===== src/rtl/smct_pkg.sv =====
package smct_pkg;

    localparam int MaxDim = 4096;
    localparam int DimW = 13;
    localparam int PosW = 12;
    localparam int IdxW = 24;

    typedef enum logic [2:0] {
        CFG_ROW_MAJOR   = 3'd0,
        CFG_TRANSPOSE   = 3'd1,
        CFG_ROW_COUNT   = 3'd2,
        CFG_COL_COUNT   = 3'd3,
        CFG_SCALE       = 3'd4,
        CFG_SRC_STRIDE  = 3'd5,
        CFG_DST_STRIDE  = 3'd6
    } cfg_idx_t;

    typedef enum logic [2:0] {
        ERR_NONE       = 3'd0,
        ERR_ROWS       = 3'd1,
        ERR_COLS       = 3'd2,
        ERR_SRC_STRIDE = 3'd3,
        ERR_DST_STRIDE = 3'd4
    } err_t;

    localparam logic [31:0] FpOne = 32'h3F80_0000;

endpackage


===== src/rtl/smct_fmul.sv =====
module smct_fmul (
    input  logic        clk,
    input  logic        en,
    input  logic [31:0] a,
    input  logic [31:0] b,
    output logic [31:0] p
);
    import smct_pkg::*;

    logic        sa, sb, sp;
    logic [7:0]  ea, eb;
    logic [22:0] fa, fb;
    logic        a_nan, b_nan, a_inf, b_inf, a_zero, b_zero;
    logic [23:0] ma, mb;
    logic [47:0] prod;
    logic [9:0]  za, zb;
    logic signed [11:0] exp_raw;

    // stage 1 registers
    logic        special_reg;
    logic [31:0] special_val_reg;
    logic        sp_reg;
    logic [47:0] prod_reg;
    logic signed [11:0] exp_reg;

    logic        special_next;
    logic [31:0] special_val_next;

    function automatic logic [4:0] lzc24(input logic [23:0] v);
        logic [4:0] n;
        logic       found;
        n = 5'd24;
        found = 1'b0;
        for (int i = 23; i >= 0; i--)
        begin
            if (!found && v[i])
            begin
                n = 5'(23 - i);
                found = 1'b1;
            end
        end
        return n;
    endfunction

    always_comb
    begin
        sa = a[31];
        sb = b[31];
        ea = a[30:23];
        eb = b[30:23];
        fa = a[22:0];
        fb = b[22:0];
        sp = sa ^ sb;
        a_nan = (ea == 8'hFF) && (fa != 23'd0);
        b_nan = (eb == 8'hFF) && (fb != 23'd0);
        a_inf = (ea == 8'hFF) && (fa == 23'd0);
        b_inf = (eb == 8'hFF) && (fb == 23'd0);
        a_zero = (ea == 8'd0) && (fa == 23'd0);
        b_zero = (eb == 8'd0) && (fb == 23'd0);
        ma = {(ea != 8'd0), fa};
        mb = {(eb != 8'd0), fb};
        za = {5'd0, lzc24(ma)};
        zb = {5'd0, lzc24(mb)};
        // normalise subnormal inputs so the product's top bit sits at 46 or 47
        ma = ma << za[4:0];
        mb = mb << zb[4:0];
        prod = ma * mb;
        exp_raw = 12'($signed({4'd0, (ea == 8'd0) ? 8'd1 : ea}))
                + 12'($signed({4'd0, (eb == 8'd0) ? 8'd1 : eb}))
                - 12'sd127 - 12'($signed({2'd0, za})) - 12'($signed({2'd0, zb}));
        special_next = 1'b1;
        if (a_nan)
            special_val_next = a | 32'h0040_0000;
        else if (b_nan)
            special_val_next = b | 32'h0040_0000;
        else if ((a_inf && b_zero) || (b_inf && a_zero))
            special_val_next = 32'hFFC0_0000;
        else if (a_inf || b_inf)
            special_val_next = {sp, 8'hFF, 23'd0};
        else if (a_zero || b_zero)
            special_val_next = {sp, 31'd0};
        else
        begin
            special_next = 1'b0;
            special_val_next = 32'd0;
        end
    end

    always_ff @(posedge clk)
    begin
        if (en)
        begin
            special_reg <= special_next;
            special_val_reg <= special_val_next;
            sp_reg <= sp;
            prod_reg <= prod;
            exp_reg <= exp_raw;
        end
    end

    // stage 2: normalise, denormalise, round
    logic [47:0] m;
    logic signed [11:0] e;
    logic [11:0] rsh;
    logic [49:0] wide;
    logic [23:0] keep;
    logic        g, st, inc;
    logic [24:0] rnd;
    logic [7:0]  ef;
    logic [31:0] res;

    always_comb
    begin
        m = prod_reg;
        e = exp_reg;
        if (m[47])
            e = e + 12'sd1;
        else
            m = m << 1;
        // m[47] is leading one, value = m * 2^(e-127-47)
        rsh = 12'd0;
        if (e < 12'sd1)
            rsh = 12'(12'sd1 - e);
        wide = {m, 2'b00};
        if (rsh > 12'd49)
            wide = {49'd0, (m != 48'd0)};
        else
            wide = ({m, 2'b00} >> rsh[5:0])
                 | 50'(((({m, 2'b00} << (6'd50 - rsh[5:0])) != 50'd0) && rsh != 12'd0));
        keep = wide[49:26];
        g = wide[25];
        st = (wide[24:0] != 25'd0);
        inc = g && (st || keep[0]);
        rnd = {1'b0, keep} + {24'd0, inc};
        if (e < 12'sd1)
            ef = rnd[23] ? 8'd1 : 8'd0;
        else
            ef = 8'(e);
        res = 32'd0;
        if (rnd[24])
        begin
            if (e >= 12'sd254)
                res = {sp_reg, 8'hFF, 23'd0};
            else
                res = {sp_reg, 8'(e + 12'sd1), rnd[23:1]};
        end
        else if (e >= 12'sd255)
            res = {sp_reg, 8'hFF, 23'd0};
        else
            res = {sp_reg, ef, rnd[22:0]};
        p = special_reg ? special_val_reg : res;
    end

endmodule


===== src/rtl/scaled_matrix_copy_transpose.sv =====
// each accepted item moves through the stage 1 and stage 2 registers in order
// throughput: one item per cycle, unless out_ready stalls the float multiplier
// reset: registers take their documented defaults (1x1 matrix, scale 1.0),
// position counters clear, pipeline empties

module scaled_matrix_copy_transpose (
    input  logic        clk,
    input  logic        rst_n,
    input  logic        in_valid,
    output logic        in_ready,
    input  logic [31:0] element,
    output logic        out_valid,
    input  logic        out_ready,
    output logic [23:0] dest_index,
    output logic [31:0] value,
    output logic        write_valid,
    output logic        last,
    output logic [2:0]  error_code,
    input  logic        cfg_valid,
    output logic        cfg_ready,
    input  logic [2:0]  cfg_index,
    input  logic [31:0] cfg_data
);
    import smct_pkg::*;

    logic            row_major_reg, transpose_reg;
    logic [DimW-1:0] row_count_reg, col_count_reg, src_stride_reg, dst_stride_reg;
    logic [31:0]     scale_reg;
    logic [PosW-1:0] inner_reg, outer_reg;

    logic            v1_reg, v2_reg;
    logic            adv;
    logic [DimW-1:0] inner_len, outer_len, run_len;
    err_t            err;
    logic            inner_end, outer_end;
    logic [IdxW-1:0] idx;
    logic            cfg_hit, in_fire;

    // stage 1 and 2 side fields
    logic [IdxW-1:0] idx1_reg, idx2_reg;
    logic            last1_reg, last2_reg;
    err_t            err1_reg, err2_reg;
    logic            mode0_1_reg, mode1_1_reg, mode0_2_reg, mode1_2_reg;
    logic [31:0]     elem1_reg, elem2_reg;
    logic [31:0]     prod;
    logic [31:0]     prod2_reg;
    logic            a_zero, a_one;

    assign adv = !v2_reg || out_ready;
    assign in_ready = adv;
    assign cfg_ready = 1'b1;
    assign in_fire = in_valid && in_ready;
    assign cfg_hit = cfg_valid && (cfg_index <= CFG_DST_STRIDE);

    always_comb
    begin
        inner_len = row_major_reg ? col_count_reg : row_count_reg;
        outer_len = row_major_reg ? row_count_reg : col_count_reg;
        run_len = transpose_reg ? outer_len : inner_len;
        err = ERR_NONE;
        if (row_count_reg == '0 || row_count_reg > DimW'(MaxDim))
            err = ERR_ROWS;
        else if (col_count_reg == '0 || col_count_reg > DimW'(MaxDim))
            err = ERR_COLS;
        else if (src_stride_reg < inner_len)
            err = ERR_SRC_STRIDE;
        if (dst_stride_reg < run_len)
            err = ERR_DST_STRIDE;
        inner_end = ({1'b0, inner_reg} + 13'd1) >= inner_len;
        outer_end = ({1'b0, outer_reg} + 13'd1) >= outer_len;
        if (transpose_reg)
            idx = ({12'd0, inner_reg} * {11'd0, dst_stride_reg}) + {12'd0, outer_reg};
        else
            idx = ({12'd0, outer_reg} * {11'd0, dst_stride_reg}) + {12'd0, inner_reg};
        a_zero = (scale_reg[30:0] == 31'd0);
        a_one = (scale_reg == FpOne);
    end

    always_ff @(posedge clk or negedge rst_n)
    begin
        if (!rst_n)
        begin
            row_major_reg <= 1'b0;
            transpose_reg <= 1'b0;
            row_count_reg <= DimW'(1);
            col_count_reg <= DimW'(1);
            scale_reg <= FpOne;
            src_stride_reg <= DimW'(1);
            dst_stride_reg <= DimW'(1);
            inner_reg <= '0;
            outer_reg <= '0;
            v1_reg <= 1'b0;
            v2_reg <= 1'b0;
        end
        else
        begin
            if (adv)
            begin
                v1_reg <= in_fire;
                v2_reg <= v1_reg;
            end
            if (cfg_hit)
            begin
                case (cfg_idx_t'(cfg_index))
                    CFG_ROW_MAJOR:  row_major_reg <= cfg_data[0];
                    CFG_TRANSPOSE:  transpose_reg <= cfg_data[0];
                    CFG_ROW_COUNT:  row_count_reg <= cfg_data[DimW-1:0];
                    CFG_COL_COUNT:  col_count_reg <= cfg_data[DimW-1:0];
                    CFG_SCALE:      scale_reg <= cfg_data;
                    CFG_SRC_STRIDE: src_stride_reg <= cfg_data[DimW-1:0];
                    CFG_DST_STRIDE: dst_stride_reg <= cfg_data[DimW-1:0];
                    default:        scale_reg <= scale_reg;
                endcase
                inner_reg <= '0;
                outer_reg <= '0;
            end
            else if (in_fire && err == ERR_NONE)
            begin
                if (inner_end)
                begin
                    inner_reg <= '0;
                    outer_reg <= outer_end ? '0 : outer_reg + PosW'(1);
                end
                else
                    inner_reg <= inner_reg + PosW'(1);
            end
        end
    end

    always_ff @(posedge clk)
    begin
        if (adv)
        begin
            idx1_reg <= (err == ERR_NONE) ? idx : '0;
            last1_reg <= (err == ERR_NONE) && inner_end && outer_end;
            err1_reg <= err;
            mode0_1_reg <= a_zero;
            mode1_1_reg <= a_one;
            elem1_reg <= element;
            idx2_reg <= idx1_reg;
            last2_reg <= last1_reg;
            err2_reg <= err1_reg;
            mode0_2_reg <= mode0_1_reg;
            mode1_2_reg <= mode1_1_reg;
            elem2_reg <= elem1_reg;
            prod2_reg <= prod;
        end
    end

    smct_fmul u_fmul (
        .clk (clk),
        .en  (adv),
        .a   (scale_reg),
        .b   (element),
        .p   (prod)
    );

    assign out_valid = v2_reg;
    assign dest_index = idx2_reg;
    assign last = last2_reg;
    assign error_code = err2_reg;
    assign write_valid = (err2_reg == ERR_NONE);
    assign value = (err2_reg != ERR_NONE) ? 32'd0 :
                   mode0_2_reg ? 32'd0 :
                   mode1_2_reg ? elem2_reg : prod2_reg;

`ifndef SYNTH
    a_err_no_write: assert property (@(posedge clk) disable iff (!rst_n)
        out_valid && error_code != ERR_NONE |-> !write_valid && !last && value == 32'd0)
        else $error("error item carries a write");
    a_stall_hold: assert property (@(posedge clk) disable iff (!rst_n)
        out_valid && !out_ready |=> out_valid && $stable(dest_index))
        else $error("stalled result changed");
    a_cfg_clear: assert property (@(posedge clk) disable iff (!rst_n)
        cfg_hit |=> inner_reg == '0 && outer_reg == '0)
        else $error("counters not cleared by write");
`endif

endmodule

===== config.mk =====
export PLATFORM = sky130hd
export DESIGN_NAME = scaled_matrix_copy_transpose
export DESIGN_NICKNAME = d
export VERILOG_FILES = /design/src/rtl/smct_pkg.sv /design/src/rtl/smct_fmul.sv /design/src/rtl/scaled_matrix_copy_transpose.sv
export SDC_FILE = /design/constraint.sdc
export NUM_CORES = 2
export LEC_CHECK = 0
export ABC_CLOCK_PERIOD_IN_PS = 15900
export BUFFER_PORTS_ARGS = -buffer_cell sky130_fd_sc_hd__clkbuf_2
export CAP_MARGIN = 20
export CORE_ASPECT_RATIO = 1.1
export CORE_MARGIN = 1
export CORE_UTILIZATION = 60
export DETAILED_ROUTE_END_ITERATION = 10
export GPL_ROUTABILITY_DRIVEN = 1
export PLACE_DENSITY = 0.87
export SLEW_MARGIN = 20
export SYNTH_ARGS = -nofsm -noshare
export SYNTH_HDL_FRONTEND = slang
export SYNTH_SLANG_ARGS = --single-unit

===== constraint.sdc =====
create_clock -name clk -period 15.9 [get_ports clk]
set_input_delay 4.77 -clock clk [delete_from_list [all_inputs] [get_ports clk]]
set_output_delay 4.77 -clock clk [all_outputs]
set_load 0.02 [all_outputs]

==> out/qor.yml <==
outcome:
  status: "finished clean"
synth:
  synthAdderAreaFrac: 0.3589
  synthFlopType: "edfxtp_1"
  avgSynthCellArea_um2: 9.022
  synthSimpleGateAreaFrac: 0.1569
  synth_compound_area_frac: 0.1132
  netlist_instances: 6016
  synth_edf_count: 250
  seq_area_frac_synth: 0.1902
  synth_cell_types: 114
  synth_top_family_by_area: "adder cells"
  synth_area_mm2: 0.05428
  synth_mux_area_frac: 0.06360
  synth-async-reset-ratio: 0.3094
  ys_ff_latch: 362
  yosys.area_share.xor_xnor: 0.02773
  syn_nets: 7208
  synth_warnings: 0
worst_setup_path:
  cp.required_ps: 16240
  cp_common_cell: "fa_1"
  r2r_slack_ps: 2780
  r2r_start: "scale_reg[30]"
  critPathLaunchType: "primary input"
  critPathCaptureType: "flip-flop"
  cp_slowest_cell: "nor4_1"
  critPathMaxStageDelay_ps: 610
  worstSetupPathType: "in2reg"
  path_max_fanout: 18
  r2r-end: "u_fmul.prod_reg[45]"
  worst_ep_arrival_time_ps: 15780
  r2r_cells: 43
route:
  wl_met2_um: 76550
  dr.first_iter.drc_count: 5379
  vias: 46220
  antenna_left: 0
  drt-met1-wl_um: 63420
  firstDrtPassIters: 9
  wl_um: 170500
  vias_per_cell: 6.423
  highest_layer: "met5"
  dr_wl_met3_um: 19070
  routedWlPerCell_um: 23.70
  post-route-drc-count: 0
sta:
  fmax_ghz: 0.06474
  period_needed_ps: 15450
  final_max_slew_viol_count: 0
  setup_viol: 0
  finalHoldViolCount: 0
  finClkSkew_ps: 31.53
  rsz0062_at_grt: "no"
  slew_headroom: 0.1963
  period_share: 0.9715
  worst_pin_slew_ps: 1206
placement:
  hpwl_um: 131400
  dp.cells: 7124
  gp_congestion: 1.009
  io_buffers: 134
floorplan:
  start_util: 0.6065
  dieArea_mm2: 0.09167
  die_x_um: 288.8
  core_mm2: 0.08950
  ios: 136
  rows: 115
  fp.dieH_um: 317.5
cells_and_area:
  fin_cells: 7196
  nFillCells: 6926
  nets: 7187
  drive_gt1_frac: 0.1006
  register_area_mm2: 0.01032
  multiInputGateArea_mm2: 0.03929
  largest_register_ffs: 48
  area_growth_pct: 6.319
global_routing:
  grt_max_degree: 81
  antenna_found_initial: 2
  grt_pass1_vias: 47080
  grt_pass1_wl_um: 266200
  grt_util_all_layers: 0.3763
  overflow: 0
clock_tree:
  cts_max_level: 2
  clock_latency_ps: 600
  clockBufferDepth: 3
  clkSlewWorstSetupHoldPaths_ps: 60
  cts_setup_buffers: 0
  cts_root_buf: "clkbuf_16"
  cts_tree: "done"
  cts.sinks: 362
  numCtsBuffers: 37
run:
  max_cap_violations: 0
min_path:
  min_path_type: "reg2reg"
  min_path_cells: 0
  min_to: "error_code[1]"
  hp-start: "err1_reg[1]"
[layer usage]
layer	vias to the layer above	global-route usage
li1	19780	-
met1	22630	0.4993
met2	3143	0.5826
met3	669	0.06607
met4	2	0.2124
met5	-	0
[through the flow]
stage                     area (um2)  TNS, ps  hold slack (ps)  worst slack, ps    util
after global placement         56280        0            400.6            37.37  0.6288
final                          57710        0            417.6            452.6  0.6448
after detailed placement       56300   -17.91            404.5           -17.91  0.6291
after floorplan                54280        0            400.3            189.8       -
after global routing           57700        0            421.0            2.482  0.6447
after CTS                      57630        0            418.4            476.7  0.6440
[worst max-delay path: cells and delay by family]
kind                     cells  cell delay, ps
AO/OA/AOI/OAI               14            3310
adder cells (fa/ha/maj)      8            3790
buffers and inverters        7             450
XOR/XNOR                     1             100
multiplexers                 2             600
AND/OR/NAND/NOR              8            2740
[layout by cell type (no fill, tap or decap), types with 142 or more instances in the layout]
cell type / n
edfxtp_1: 250
nor2_1: 576
a21oi_1: 200
o21ai_0: 146
mux2i_1: 156
mux2_2: 142
fa_1: 728
inv_1: 909
ha_1: 392
nand2_1: 763
[cell usage after synthesis, types with 11 or more instances]
cell / number / area [um2]
mux2_2: 142 / 1599
xnor2_1: 111 / 972.2
nand2_1: 763 / 2864
o21a_1: 38 / 285.3
nor2_1: 577 / 2166
o221ai_1: 13 / 113.9
ha_1: 392 / 4905
o32ai_1: 12 / 105.1
dfstp_2: 11 / 289.0
o22ai_1: 25 / 156.4
clkbuf_1: 254 / 953.4
o211ai_1: 51 / 382.9
nand2b_1: 38 / 237.7
a21oi_1: 204 / 1021
mux4_2: 12 / 270.3
a21o_1: 55 / 412.9
nor2b_1: 16 / 100.1
dfrtp_1: 101 / 2527
nor4_1: 38 / 237.7
buf_2: 41 / 205.2
inv_1: 909 / 3412
a211oi_1: 48 / 360.4
buf_1: 23 / 86.33
or2_2: 16 / 100.1
a221oi_1: 15 / 131.4
a31oi_1: 42 / 262.8
o21bai_1: 27 / 202.7
fa_1: 728 / 14570
edfxtp_1: 250 / 7507
nand4_1: 24 / 150.1
a2111oi_0: 13 / 113.9
a22o_1: 32 / 280.3
and2_1: 123 / 769.5
xor2_1: 59 / 516.8
nor3_1: 108 / 540.5
and3_1: 26 / 162.7
nand3_1: 100 / 500.5
or3_1: 16 / 100.1
a211o_1: 13 / 113.9
mux2i_1: 157 / 1572
o21ai_0: 146 / 730.7
o31ai_1: 32 / 240.2
[repair_timing]
action / in CTS / in global routing
endpoints found under the setup margin: 0 / 6
resized for setup: 0 / 1
hold buffers: 0 / 0
[how the worst max path moves through the flow]
stage / startpoint / end / slack [ps] / cells after the start
after floorplan: out_ready / in_ready / 190 / 1
after global placement: element[17] / u_fmul.prod_reg[45] / 40 / 38
after detailed placement: element[17] / u_fmul.prod_reg[45] / -20 / 44
after CTS: element[17] / u_fmul.prod_reg[45] / 480 / 44
after global routing: element[17] / u_fmul.prod_reg[47] / 2 / 40
final: element[17] / u_fmul.prod_reg[45] / 450 / 40
[layout make-up]
class / instances / area share
timing repair buffer: 274 / 0.03181
multi-input combinational: 4401 / 0.6809
tap: 1170 / 0.02537
inverter: 919 / 0.05980
clock inverter: 20 / 0.005464
antenna: 2 / 0.00008673
sequential: 362 / 0.1789
clock buffer: 48 / 0.01763
[kinds of logic after synthesis]
kind of cell               after synthesis
DFF                                    362
AOI/OAI and AO/OA                      891
and+or+nand+nor                       1906
xor gates and xnor gates               171
other                                    1
adders and majority gates             1120
buffers and inverters                 1253
muxes                                  312
Power is not shown: default switching activity piles up to over one toggle a cycle in this logic, so the estimate is an artifact.
